===== src/sv/fpes_pkg.sv =====
`default_nettype none

package fpes_pkg;

    // Largest program unit in bytes
    localparam int unsigned MAX_UNIT_DEF = 256;

    // Input opcodes (tuser of the input word)
    localparam logic [1:0] OP_STEP    = 2'd0;
    localparam logic [1:0] OP_PROGRAM = 2'd1;
    localparam logic [1:0] OP_ERASE   = 2'd2;

    // Output word kinds (tuser of the output word)
    localparam logic [1:0] KIND_CMD    = 2'd0;
    localparam logic [1:0] KIND_DATA   = 2'd1;
    localparam logic [1:0] KIND_STATUS = 2'd2;

    // Register indexes on the configuration port
    localparam logic [1:0] REG_UNLOCK_A = 2'd0;
    localparam logic [1:0] REG_UNLOCK_B = 2'd1;
    localparam logic [1:0] REG_UNIT     = 2'd2;

    // Reset values of the configuration registers
    localparam logic [15:0] UNLOCK_A_RST = 16'h2AAA;
    localparam logic [15:0] UNLOCK_B_RST = 16'h5555;
    localparam logic [8:0]  UNIT_RST     = 9'd1;

    // Flash command bytes
    localparam logic [7:0] CMD_UNLOCK1 = 8'hAA;
    localparam logic [7:0] CMD_UNLOCK2 = 8'h55;
    localparam logic [7:0] CMD_PROG    = 8'hA0;
    localparam logic [7:0] CMD_ERASE   = 8'h80;
    localparam logic [7:0] CMD_SECTOR  = 8'h10;
    localparam logic [7:0] ERASE_DONE  = 8'hFF;
    localparam int unsigned TOGGLE_POS = 6;

    // Index of the final word of each burst
    localparam logic [2:0] STATUS_LAST  = 3'd0;
    localparam logic [2:0] PROGRAM_LAST = 3'd3;
    localparam logic [2:0] ERASE_LAST   = 3'd5;

    typedef enum logic [2:0] {
        PH_IDLE         = 3'd0,
        PH_ERASE        = 3'd1,
        PH_ERASE_WAIT   = 3'd2,
        PH_PROGRAM      = 3'd3,
        PH_TOGGLE_FIRST = 3'd4,
        PH_TOGGLE_CHECK = 3'd5
    } t_phase;

    typedef enum logic [1:0] {
        SEQ_STATUS  = 2'd0,
        SEQ_ERASE   = 2'd1,
        SEQ_PROGRAM = 2'd2
    } t_seq;

endpackage

`default_nettype wire


===== src/sv/flash_program_erase_sequencer.sv =====
`default_nettype none

// Program/erase sequencer for one parallel NOR flash channel. Start items
// (program, erase) load the job and return one status word; step items
// advance the job by at most one phase. A step in the erase phase returns six
// command words, a step in the program phase three command words and one
// data block word, every other item one status word. Output words leave one
// per cycle from a burst register while the output is ready; the next item
// is taken in the cycle the last word of the previous one is handed over, or
// at once when no burst is pending. Configure only while the block is idle.
module flash_program_erase_sequencer
    import fpes_pkg::*;
#(
    parameter int unsigned MAX_UNIT = MAX_UNIT_DEF
) (
    input  wire logic        i_clk,
    input  wire logic        i_rst_n,
    // input words
    input  wire logic        i_s_tvalid,
    output logic             o_s_tready,
    // start_address[15:0], total_length[31:16], status_byte[39:32],
    // page_matches[40], zero fill[47:41]
    input  wire logic [47:0] i_s_tdata,
    // opcode[1:0]
    input  wire logic [1:0]  i_s_tuser,
    // output words
    output logic             o_m_tvalid,
    input  wire logic        i_m_tready,
    // bus_address[15:0], bus_data[23:16], source_offset[39:24],
    // byte_count[48:40], phase[51:49], zero fill[55:52]
    output logic [55:0]      o_m_tdata,
    // kind[1:0]
    output logic [1:0]       o_m_tuser,
    output logic             o_m_tlast,
    // configuration port
    input  wire logic        psel,
    input  wire logic        penable,
    input  wire logic        pwrite,
    input  wire logic [3:0]  paddr,
    input  wire logic [31:0] pwdata,
    output logic [31:0]      prdata,
    output logic             pready
);

    localparam logic [12:0] MAX_UNIT_W = 13'(MAX_UNIT);

    // Configuration registers
    logic [15:0] r_unlock_a;
    logic [15:0] r_unlock_b;
    logic [8:0]  r_unit;

    // Job state
    t_phase      r_phase, n_phase;
    logic        r_is_erase, n_is_erase;
    logic [15:0] r_cur_address, n_cur_address;
    logic [15:0] r_remaining, n_remaining;
    logic [15:0] r_offset, n_offset;
    logic        r_toggle, n_toggle;

    // Output burst
    logic        r_busy;
    t_seq        r_seq, n_seq;
    logic [2:0]  r_idx;
    logic [15:0] r_addr;
    logic [15:0] r_off;
    logic [8:0]  r_cnt;
    t_phase      r_out_phase;

    logic        w_in_acc;
    logic        w_out_acc;
    logic        w_last;
    logic [2:0]  w_last_idx;
    logic [8:0]  w_unit;
    logic [1:0]  w_opcode;
    logic [15:0] w_start_address;
    logic [15:0] w_total_length;
    logic [7:0]  w_status_byte;
    logic        w_page_matches;
    logic        w_tbit;
    logic [15:0] w_rem_adv;
    logic [1:0]  w_kind;
    logic [15:0] w_bus_address;
    logic [7:0]  w_bus_data;
    logic [15:0] w_src_off;
    logic [8:0]  w_byte_count;
    logic        w_cfg_wr;

    // Unpack the input word
    assign w_opcode        = i_s_tuser;
    assign w_start_address = i_s_tdata[15:0];
    assign w_total_length  = i_s_tdata[31:16];
    assign w_status_byte   = i_s_tdata[39:32];
    assign w_page_matches  = i_s_tdata[40];
    assign w_tbit          = w_status_byte[TOGGLE_POS];

    // Configuration write and read
    assign pready   = 1'b1;
    assign w_cfg_wr = psel && penable && pwrite && pready;

    always_ff @(posedge i_clk) begin
        if (!i_rst_n) begin
            r_unlock_a <= UNLOCK_A_RST;
            r_unlock_b <= UNLOCK_B_RST;
            r_unit     <= UNIT_RST;
        end else if (w_cfg_wr) begin
            unique case (paddr[3:2])
                REG_UNLOCK_A: r_unlock_a <= pwdata[15:0];
                REG_UNLOCK_B: r_unlock_b <= pwdata[15:0];
                REG_UNIT:     r_unit     <= pwdata[8:0];
                default: ;
            endcase
        end
    end

    always_comb begin
        unique case (paddr[3:2])
            REG_UNLOCK_A: prdata = {16'd0, r_unlock_a};
            REG_UNLOCK_B: prdata = {16'd0, r_unlock_b};
            REG_UNIT:     prdata = {23'd0, r_unit};
            default:      prdata = 32'd0;
        endcase
    end

    // Effective unit: zero acts as one, saturate at the largest unit
    always_comb begin
        if (r_unit == 9'd0) begin
            w_unit = 9'd1;
        end else if ({4'd0, r_unit} > MAX_UNIT_W) begin
            w_unit = MAX_UNIT_W[8:0];
        end else begin
            w_unit = r_unit;
        end
    end

    // Remaining length after one unit, floor at zero
    assign w_rem_adv = (r_remaining <= {7'd0, w_unit}) ? 16'd0
                                                       : r_remaining - {7'd0, w_unit};

    // Handshakes
    assign w_out_acc  = o_m_tvalid && i_m_tready;
    assign o_s_tready = !r_busy || (w_out_acc && w_last);
    assign w_in_acc   = i_s_tvalid && o_s_tready;

    // Next job state and burst kind for the accepted word
    always_comb begin
        n_phase       = r_phase;
        n_is_erase    = r_is_erase;
        n_cur_address = r_cur_address;
        n_remaining   = r_remaining;
        n_offset      = r_offset;
        n_toggle      = r_toggle;
        n_seq         = SEQ_STATUS;
        unique case (w_opcode)
            OP_PROGRAM: begin
                n_phase       = PH_PROGRAM;
                n_is_erase    = 1'b0;
                n_cur_address = w_start_address;
                n_remaining   = w_total_length;
                n_offset      = 16'd0;
            end
            OP_ERASE: begin
                n_phase       = PH_ERASE;
                n_is_erase    = 1'b1;
                n_cur_address = w_start_address;
                n_remaining   = {7'd0, w_unit};
                n_offset      = 16'd0;
            end
            OP_STEP: begin
                unique case (r_phase)
                    PH_ERASE: begin
                        n_seq   = SEQ_ERASE;
                        n_phase = PH_ERASE_WAIT;
                    end
                    PH_ERASE_WAIT: begin
                        if (w_status_byte == ERASE_DONE) begin
                            n_phase = PH_IDLE;
                        end
                    end
                    PH_PROGRAM: begin
                        n_seq   = SEQ_PROGRAM;
                        n_phase = PH_TOGGLE_FIRST;
                    end
                    PH_TOGGLE_FIRST: begin
                        n_toggle = w_tbit;
                        n_phase  = PH_TOGGLE_CHECK;
                    end
                    PH_TOGGLE_CHECK: begin
                        n_toggle = w_tbit;
                        if (w_tbit == r_toggle) begin
                            if (w_unit != 9'd1 && !r_is_erase && !w_page_matches) begin
                                // page mismatch: program the same unit again
                                n_phase = PH_PROGRAM;
                            end else begin
                                n_cur_address = r_cur_address + {7'd0, w_unit};
                                n_offset      = r_offset + {7'd0, w_unit};
                                n_remaining   = w_rem_adv;
                                n_phase = (w_rem_adv == 16'd0 || r_is_erase) ? PH_IDLE
                                                                              : PH_PROGRAM;
                            end
                        end
                    end
                    default: ;
                endcase
            end
            default: ;
        endcase
    end

    // Job state registers
    always_ff @(posedge i_clk) begin
        if (!i_rst_n) begin
            r_phase       <= PH_IDLE;
            r_is_erase    <= 1'b0;
            r_cur_address <= 16'd0;
            r_remaining   <= 16'd0;
            r_offset      <= 16'd0;
            r_toggle      <= 1'b0;
        end else if (w_in_acc) begin
            r_phase       <= n_phase;
            r_is_erase    <= n_is_erase;
            r_cur_address <= n_cur_address;
            r_remaining   <= n_remaining;
            r_offset      <= n_offset;
            r_toggle      <= n_toggle;
        end
    end

    // Burst control: load on accept, advance on each word handed over
    always_ff @(posedge i_clk) begin
        if (!i_rst_n) begin
            r_busy <= 1'b0;
            r_seq  <= SEQ_STATUS;
            r_idx  <= 3'd0;
        end else if (w_in_acc) begin
            r_busy <= 1'b1;
            r_seq  <= n_seq;
            r_idx  <= 3'd0;
        end else if (w_out_acc) begin
            if (w_last) begin
                r_busy <= 1'b0;
            end
            r_idx <= r_idx + 3'd1;
        end
    end

    // Burst payload
    always_ff @(posedge i_clk) begin
        if (w_in_acc) begin
            r_addr      <= n_cur_address;
            r_off       <= r_offset;
            r_cnt       <= w_unit;
            r_out_phase <= n_phase;
        end
    end

    // Last word of the current burst
    always_comb begin
        unique case (r_seq)
            SEQ_ERASE:   w_last_idx = ERASE_LAST;
            SEQ_PROGRAM: w_last_idx = PROGRAM_LAST;
            default:     w_last_idx = STATUS_LAST;
        endcase
    end
    assign w_last = (r_idx == w_last_idx);

    // Select the word at the current burst position
    always_comb begin
        w_kind        = KIND_STATUS;
        w_bus_address = r_addr;
        w_bus_data    = 8'd0;
        w_src_off     = 16'd0;
        w_byte_count  = 9'd0;
        unique case (r_seq)
            SEQ_ERASE: begin
                w_kind = KIND_CMD;
                unique case (r_idx)
                    3'd0: begin
                        w_bus_address = r_unlock_b;
                        w_bus_data    = CMD_UNLOCK1;
                    end
                    3'd1: begin
                        w_bus_address = r_unlock_a;
                        w_bus_data    = CMD_UNLOCK2;
                    end
                    3'd2: begin
                        w_bus_address = r_unlock_b;
                        w_bus_data    = CMD_ERASE;
                    end
                    3'd3: begin
                        w_bus_address = r_unlock_b;
                        w_bus_data    = CMD_UNLOCK1;
                    end
                    3'd4: begin
                        w_bus_address = r_unlock_a;
                        w_bus_data    = CMD_UNLOCK2;
                    end
                    default: begin
                        w_bus_address = r_unlock_b;
                        w_bus_data    = CMD_SECTOR;
                    end
                endcase
            end
            SEQ_PROGRAM: begin
                unique case (r_idx)
                    3'd0: begin
                        w_kind        = KIND_CMD;
                        w_bus_address = r_unlock_b;
                        w_bus_data    = CMD_UNLOCK1;
                    end
                    3'd1: begin
                        w_kind        = KIND_CMD;
                        w_bus_address = r_unlock_a;
                        w_bus_data    = CMD_UNLOCK2;
                    end
                    3'd2: begin
                        w_kind        = KIND_CMD;
                        w_bus_address = r_unlock_b;
                        w_bus_data    = CMD_PROG;
                    end
                    default: begin
                        w_kind       = KIND_DATA;
                        w_src_off    = r_off;
                        w_byte_count = r_cnt;
                    end
                endcase
            end
            default: ;
        endcase
    end

    // Output word
    assign o_m_tvalid = r_busy;
    assign o_m_tuser  = w_kind;
    assign o_m_tlast  = w_last;
    assign o_m_tdata  = {4'd0, r_out_phase, w_byte_count, w_src_off, w_bus_data,
                         w_bus_address};

    // A new word enters over a pending burst only as its last word leaves
    a_accept_on_last: assert property (@(posedge i_clk) disable iff (!i_rst_n)
        (w_in_acc && r_busy) |-> (i_m_tready && w_last))
        else $error("input taken while burst still pending");

    // The burst position never runs past the end of its sequence
    a_idx_bound: assert property (@(posedge i_clk) disable iff (!i_rst_n)
        r_busy |-> (r_idx <= w_last_idx))
        else $error("burst index beyond sequence end");

    // A handed-over last word with no new input leaves the block idle
    a_drain: assert property (@(posedge i_clk) disable iff (!i_rst_n)
        (w_out_acc && w_last && !i_s_tvalid) |=> !r_busy)
        else $error("burst did not drain");

    // Data block words only close a program burst
    a_data_last: assert property (@(posedge i_clk) disable iff (!i_rst_n)
        (r_busy && w_kind == KIND_DATA) |-> (r_seq == SEQ_PROGRAM && w_last))
        else $error("data word outside program burst end");

endmodule

`default_nettype wire


===== config.mk =====
export PLATFORM = sky130hd
export DESIGN_NAME = flash_program_erase_sequencer
export DESIGN_NICKNAME = d
export VERILOG_FILES = /design/src/sv/fpes_pkg.sv /design/src/sv/flash_program_erase_sequencer.sv
export SDC_FILE = /design/constraint.sdc
export NUM_CORES = 1
export LEC_CHECK = 0
export BUFFER_PORTS_ARGS = -buffer_cell sky130_fd_sc_hd__buf_2
export CAP_MARGIN = 25
export CORE_ASPECT_RATIO = 1.4
export CORE_UTILIZATION = 55
export CTS_CLUSTER_SIZE = 25
export DETAILED_ROUTE_END_ITERATION = 6
export HOLD_SLACK_MARGIN = 0.02
export PLACE_DENSITY = 0.93
export SYNTH_ARGS = -nofsm -noshare
export SYNTH_HDL_FRONTEND = slang
export SYNTH_SLANG_ARGS = --single-unit

===== constraint.sdc =====
create_clock -name i_clk -period 4.1 [get_ports i_clk]
set_input_delay 0 -clock i_clk [delete_from_list [all_inputs] [get_ports i_clk]]
set_output_delay 0 -clock i_clk [all_outputs]
set_load 0.05 [all_outputs]

---- Yosys cells after proc, flatten, opt, wreduce, memory -nomap -nowiden ----
Cells that the tools add are included.
operators by class
  add/sub/neg operators ................... 4
  reductions and logical operators ........ 37
  bitwise logic cells ..................... 1
  $lt $le $gt $ge ......................... 2
  equal/unequal tests ..................... 22
  muxes and demuxes ....................... 41
operator list
  cell                  count
  $mux W16              13
  $pmux W16 S2          4
  $pmux W16 S3          2
  $pmux W8 S3           2
  $mux W9               4
  $add A16 B9 Y16       2
  $le A16 B9 Y1         1
  $logic_not A16 Y1     1
  $pmux W8 S2           1
  $sub A16 B9 Y16       1
  $pmux W3 S5           1
  $eq A3 B2 Y1 const B  4
  $reduce_or A2 Y1      6
  $reduce_and A2 Y1     5
  $reduce_and A5 Y1     2
  $eq A3 B3 Y1 const B  3
  $gt A9 B9 Y1 const B  1
  $logic_not A9 Y1      1
  $ne A9 B1 Y1 const B  1
  $pmux W3 S3           1
  $eq A8 B8 Y1 const B  1
  $pmux W2 S2           2
  $reduce_bool A2 Y1    4
  $logic_and A1 B1 Y1   7
  other kinds (20)      37
storage, ports and cells
  logic and storage cells ................. 123
  register bits after elaboration ......... 144
  input bits .............................. 93
  output and inout bits ................... 94

---- Depth between registers and ports, before layout ----
  word-level depth ........................ 12
  mapped depth ............................ 15
  gate-level depth less buffers ........... 14

---- Worst setup path before layout ----
Ideal clock, no wire load.
  kind .................................... reg2reg
  start ................................... register r_seq[0]
  end ..................................... register r_cur_address[5]
  required time ........................... 3.874 ns
  setup time .............................. 0.226 ns
  slack ................................... -0.207 ns
  path buffers ............................ 2
  period minus slack after synthesis ...... 4.307 ns
  arrival ................................. 4.081 ns
  cell stages (with the launch flop) ...... 10
  cells stage by stage .................... dfxtp_1 > inv_1 > ha_1 > buf_4 > xnor2_1 > o41ai_4 > nand2_1 > inv_1 > clkbuf_1 > a221oi_1
on the way
  word-level cells in the longest chain between the ends .. 6
  elaborated cells on any way between the ends .. 7
  those cells by class .................... eq/ne: 3; mux: 1; reduce/logical: 3
ends and longest elaborated chain
  item                                                 RTL line                              RTL
  start, declared                                      flash_program_erase_sequencer.sv:62   t_seq r_seq, n_seq;
  start signal, assigned                               flash_program_erase_sequencer.sv:236  r_seq <= n_seq;
  $eq A2 B2 Y1 / $eq A2 B1 Y1 (equally long branches)  flash_program_erase_sequencer.sv:258  unique case (r_seq)
  $pmux W3 S2 (*)                                      flash_program_erase_sequencer.sv:258
  $eq A3 B3 Y1 (*)                                     flash_program_erase_sequencer.sv:264  assign w_last = (r_idx == w_last_idx);
  $logic_and A1 B1 Y1 (*)                              flash_program_erase_sequencer.sv:141  assign o_s_tready = !r_busy || (w_out_acc && w_last);
  $logic_or A1 B1 Y1 (*)                               flash_program_erase_sequencer.sv:141
  via o_s_tready                                       flash_program_erase_sequencer.sv:20   output logic o_s_tready,
  $logic_and A1 B1 Y1 (*)                              flash_program_erase_sequencer.sv:142  assign w_in_acc = i_s_tvalid && o_s_tready;
  via w_in_acc                                         flash_program_erase_sequencer.sv:69   logic w_in_acc;
  end signal, assigned                                 flash_program_erase_sequencer.sv:221  r_cur_address <= n_cur_address;
  end, declared                                        flash_program_erase_sequencer.sv:55   logic [15:0] r_cur_address, n_cur_address;
Mark *: on every way through the listed nets, which the timed path passes. The rest lies on a longest branch.
A chain may end at the register's enable or synchronous reset.

---- Worst setup path after layout ----
  start ................................... register r_unit[1]
  end ..................................... register r_out_phase[0] (data pin)
on the way
  word-level cells in the longest chain between the ends .. 12
  elaborated cells on any way between the ends .. 17
  those cells by class .................... add/sub: 1; order compare: 2; eq/ne: 1; mux: 8; reduce/logical: 5
ends and longest elaborated chain
  item                                                     RTL line                                                                    RTL
  start, declared                                          flash_program_erase_sequencer.sv:50                                         logic [8:0] r_unit;
  start signal, assigned                                   flash_program_erase_sequencer.sv:109                                        REG_UNIT: r_unit <= pwdata[8:0];
  $gt A9 B9 Y1                                             flash_program_erase_sequencer.sv:128                                        end else if ({4'd0, r_unit} > MAX_UNIT_W) begin
  $mux W9                                                  flash_program_erase_sequencer.sv:128
  $mux W9 (*)                                              flash_program_erase_sequencer.sv:126                                        if (r_unit == 9'd0) begin
  via w_unit[0]                                            flash_program_erase_sequencer.sv:73                                         logic [8:0] w_unit;
  $sub A16 B9 Y16 / $le A16 B9 Y1 (equally long branches)  flash_program_erase_sequencer.sv:137, flash_program_erase_sequencer.sv:136
  $mux W16                                                 flash_program_erase_sequencer.sv:136                                        assign w_rem_adv = (r_remaining <= {7'd0, w_unit}) ? 16'd0
  $logic_not A16 Y1                                        flash_program_erase_sequencer.sv:197                                        n_phase = (w_rem_adv == 16'd0 || r_is_erase) ? PH_IDLE
  $logic_or A1 B1 Y1                                       flash_program_erase_sequencer.sv:197
  $mux W2                                                  flash_program_erase_sequencer.sv:197
  $mux W2 (*)                                              flash_program_erase_sequencer.sv:190                                        if (w_unit != 9'd1 && !r_is_erase && !w_page_matches) begin
  $mux W3 (*)                                              flash_program_erase_sequencer.sv:189                                        if (w_tbit == r_toggle) begin
  $pmux W3 S5 (*)                                          flash_program_erase_sequencer.sv:169                                        unique case (r_phase)
  $pmux W3 S3 (*)                                          flash_program_erase_sequencer.sv:153                                        unique case (w_opcode)
  via n_phase[0]                                           flash_program_erase_sequencer.sv:53                                         t_phase r_phase, n_phase;
  end signal, assigned                                     flash_program_erase_sequencer.sv:252                                        r_out_phase <= n_phase;
  end, declared                                            flash_program_erase_sequencer.sv:67                                         t_phase r_out_phase;
Marks and branches as above.

==> run_summary.xml <==
<?xml version="1.0" encoding="UTF-8"?>
<metrics>
  <group name="cts">
    <metric name="postCtsSetupRepairBufs" unit="">0</metric>
    <metric name="tritoncts" unit="">done</metric>
    <metric name="ctsRootBufferMaster" unit="">clkbuf_16</metric>
    <metric name="clk_path_buf_depth" unit="">2</metric>
    <metric name="htree_num_levels" unit="">4</metric>
    <metric name="clk_latency" unit="ns">0.44</metric>
    <metric name="clkTransAtPathRegs" unit="ns">0.07</metric>
    <metric name="tritoncts_num_sinks" unit="">144</metric>
    <metric name="total_clock_buffers_created_by_cts" unit="">17</metric>
  </group>
  <group name="die">
    <metric name="die-width" unit="um">107</metric>
    <metric name="starting_density_of_the_core" unit="%">56.5</metric>
    <metric name="die_y" unit="um">149</metric>
    <metric name="pin_count" unit="">187</metric>
    <metric name="row_count" unit="">53</metric>
    <metric name="fp.dieArea" unit="um^2">16000</metric>
    <metric name="core_area" unit="um^2">15100</metric>
  </group>
  <group name="logic_synthesis">
    <metric name="synth_largest_area_cell" unit="">dfxtp_1</metric>
    <metric name="post_synth_instance_area" unit="um^2">8510</metric>
    <metric name="synth_cell_type_count" unit="">70</metric>
    <metric name="yosys_warnings" unit="">0</metric>
    <metric name="most_area_consuming_cells_after_synthesis" unit="">dfxtp_1, edfxtp_1, nand2_1</metric>
    <metric name="synth_seq_area_share" unit="%">39.1</metric>
    <metric name="synth_largest_type_area_fraction" unit="%">23.5</metric>
    <metric name="number_of_enable_flip_flop_cells_after_synthesis" unit="">44</metric>
    <metric name="ys_dominant_reg_cell" unit="">dfxtp_1</metric>
    <metric name="synthMostInstantiatedCell" unit="">nand2_1</metric>
    <metric name="synth_cells" unit="">1026</metric>
    <metric name="post_synth_most_frequent_cells" unit="">nand2_1, dfxtp_1, a21oi_1</metric>
    <metric name="post_synth.cell_area_avg" unit="um^2">8.29</metric>
    <metric name="async_reset_ff_share" unit="%">0</metric>
    <metric name="ys_seq_elements" unit="">144</metric>
  </group>
  <group name="final_layout">
    <metric name="nNetsFinal" unit="">1321</metric>
    <metric name="n_antenna_cell" unit="">0</metric>
    <metric name="area_growth_syn_to_layout" unit="%">20.9</metric>
    <metric name="num-fill-cells" unit="">1078</metric>
    <metric name="layout-drive-gt1-share" unit="%">17.6</metric>
  </group>
  <group name="route">
    <metric name="routed_wl" unit="um">26800</metric>
    <metric name="number_of_nets_with_antenna_violations_after_routing" unit="">0</metric>
    <metric name="route.layer.met1.wl" unit="um">9470</metric>
    <metric name="detailroute.wirelength.met2" unit="um">12900</metric>
    <metric name="initialDrtViolationCount" unit="">1377</metric>
    <metric name="vias_per_cell" unit="">6.36</metric>
    <metric name="total_drc_errors_in_the_routed_layout" unit="">2</metric>
    <metric name="routed_wire_length_per_instance" unit="um">19.2</metric>
    <metric name="detail_route.first_pass.iterations" unit="">7</metric>
    <metric name="vias" unit="">8852</metric>
    <metric name="top_layer_used" unit="">met4</metric>
    <metric name="dr_wl_met3" unit="um">2790</metric>
  </group>
  <group name="critical_path">
    <metric name="timing_worst_setup_path_type" unit="">flop to flop</metric>
    <metric name="worstPathArrival" unit="ns">4.00</metric>
    <metric name="cp_data_required_time" unit="ns">4.27</metric>
    <metric name="worst_r2r_setup_slack" unit="ns">0.27</metric>
    <metric name="critPathCaptureType" unit="">flop</metric>
    <metric name="worst_r2r_startpoint" unit="">r_unit[1]</metric>
    <metric name="critical_path.reg2reg.endpoint" unit="">r_out_phase[0]</metric>
    <metric name="r2r.worst_path.cells" unit="">14</metric>
    <metric name="critical_path.max_fanout" unit="">4</metric>
    <metric name="startpoint_type" unit="">flop</metric>
  </group>
  <group name="placement">
    <metric name="place.port_buffers" unit="">140</metric>
    <metric name="gp_congestion" unit="">0.935</metric>
    <metric name="detailedPlacementHpwl" unit="um">18000</metric>
  </group>
  <group name="flow_run">
    <metric name="maxCapViolCount" unit="">0</metric>
  </group>
  <group name="sta">
    <metric name="final_count_of_pins_violating_max_slew" unit="">0</metric>
    <metric name="setup_viol_count_final" unit="">0</metric>
    <metric name="final_hold_viol_count" unit="">0</metric>
    <metric name="max_slew.worst_pin.slew" unit="ns">1.04</metric>
    <metric name="worst_clock_skew" unit="ns">0.0157</metric>
    <metric name="post-route-min-period" unit="ns">3.83</metric>
    <metric name="relSlewSlack" unit="%">30.7</metric>
    <metric name="fin_crit_sh" unit="%">93.5</metric>
    <metric name="finalSetupTns" unit="ns">0</metric>
    <metric name="fmaxAchievable" unit="MHz">261</metric>
    <metric name="rsz0062_at_grt" unit="">no</metric>
  </group>
  <group name="min_path">
    <metric name="kind_of_path_behind_the_tightest_hold_check" unit="">input pin to flop</metric>
    <metric name="worst_hold_startpoint" unit="">i_s_tdata[9]</metric>
    <metric name="worst_hold_end" unit="">r_cur_address[9]</metric>
    <metric name="number_of_cells_on_the_worst_hold_path" unit="">4</metric>
  </group>
  <group name="pwr">
    <metric name="power.leakage" unit="uW">0.00445</metric>
    <metric name="report.power.total" unit="uW">3950</metric>
    <metric name="power_density" unit="nW/um^2">384</metric>
    <metric name="vdd_drop_max" unit="mV">0.247</metric>
  </group>
  <group name="global_routing">
    <metric name="grt.overflow.total" unit="">0</metric>
    <metric name="number_of_antenna_violations_at_the_first_check_in_global_routing" unit="">0</metric>
    <metric name="grt_first_pass_wirelength" unit="um">42200</metric>
    <metric name="grt_pass1_vias" unit="">8449</metric>
    <metric name="groute.usage.overall" unit="%">34.0</metric>
    <metric name="maximum_number_of_pins_on_one_net_before_global_route_repair" unit="">38</metric>
  </group>
  <group name="status">
    <metric name="failed_checks" unit="">design-rule violations</metric>
    <metric name="status" unit="">finished with violations</metric>
  </group>
</metrics>
## power breakdown
part	switching, uW	leakage (uW)	total (uW)	internal (uW)
logic	529	0.00291	793	264
clock network	745	0.000295	1570	823
registers	50.2	0.00125	1590	1540
total	1320	0.00445	3950	2620
## logic make-up (layout without fill, tap and decap cells)
| group | after synthesis | count (layout) | synth area share [%] |
|---|---|---|---|
| buffers and inverters | 133 | 288 | 7.07 |
| AND/OR/NAND/NOR | 368 | 368 | 19.8 |
| flip-flops | 144 | 144 | 39.1 |
| AO/OA/AOI/OAI | 289 | 289 | 22.4 |
| other | 2 | 21 | 0.0883 |
| XOR/XNOR | 31 | 31 | 3.19 |
| multiplexers | 18 | 18 | 2.13 |
| adder cells (fa/ha/maj) | 41 | 41 | 6.30 |
## per-stage QoR
step                      util, %  instance area, um^2  setup WS (ns)  hold WS (ns)  cells
after global placement       61.7                 9280          0.375         0.229   1319
final                        68.3                10300          0.267        0.0195   1392
after global routing         68.3                10300        0.00444        0.0575   1392
after floorplan                 -                 8580          0.592         0.124   1045
after CTS                    68.3                10300          0.205        0.0220   1392
after detailed placement     61.8                 9300          0.285         0.237   1321
## routing by layer
metal | vias to the layer above | track usage [%]
met1 | 4011 | 39.0
met2 | 729 | 57.0
met3 | 158 | 7.16
li1 | 3954 | -
met4 | 0 | 22.1
met5 | - | 0
## worst max path at each step
stage              start              to  slack, ns  depth (start not counted)
6_report       r_unit[1]  r_out_phase[0]       0.27                         14
5_1_grt        r_unit[1]  r_out_phase[0]      0.004                         14
4_1_cts        r_unit[1]  r_out_phase[0]       0.20                         14
3_5_place_dp   r_unit[1]  r_out_phase[0]       0.29                         14
3_3_place_gp   r_unit[1]  r_out_phase[0]       0.37                         14
2_1_floorplan   r_seq[0]       r_addr[0]       0.59                          8
## registers in the layout, summed over array words and instances (netlist names), 9 cells and up
register	cells
r_cur_address	16
r_remaining	16
r_unlock_a	16
r_unlock_b	16
r_off	16
r_offset	16
r_addr	16
r_cnt	9
r_unit	9
## critical path, cell delays in order, from the launching register on
cell       delay (ns)
dfxtp_1          0.37
nor3_2           0.27
a31oi_1          0.15
nor2_1           0.16
ha_1             0.22
inv_1            0.06
fa_1             0.41
a21o_1           0.20
a221oi_2         0.34
o21ai_1          0.16
xor2_1           0.19
a2111oi_1        0.47
a31oi_1          0.22
o21ai_1          0.25
a22oi_1          0.10
## cells in the final DEF (no fill, tap or decap), types with 37 or more instances in the layout
cell and n:
edfxtp_1 44, a21oi_1 90, nor2_1 72, dfxtp_1 100
dlygate4sd3_1 39, nand3_1 42, and2_1 37, o21ai_0 64
inv_1 52, nand2_1 153, buf_2 140, ha_1 38
## layout make-up
type | count | area, um^2 | share of cell area, %
clock inverters | 15 | 166 | 1.62
flip-flops and latches | 144 | 3320 | 32.3
repair buffers | 200 | 1260 | 12.3
inverters | 56 | 210 | 2.04
well taps | 192 | 240 | 2.34
clock buffers | 17 | 425 | 4.14
multi-input cells | 768 | 4650 | 45.3
## timing repair
| action | 4_1_cts | 5_1_grt |
|---|---|---|
| hold buffers | 39 | 0 |
| endpoints found under the hold margin | 69 | 0 |
| endpoints found under the setup margin | 0 | 1 |
| resized for setup | 0 | 1 |
(Power assumes the default switching activity.)
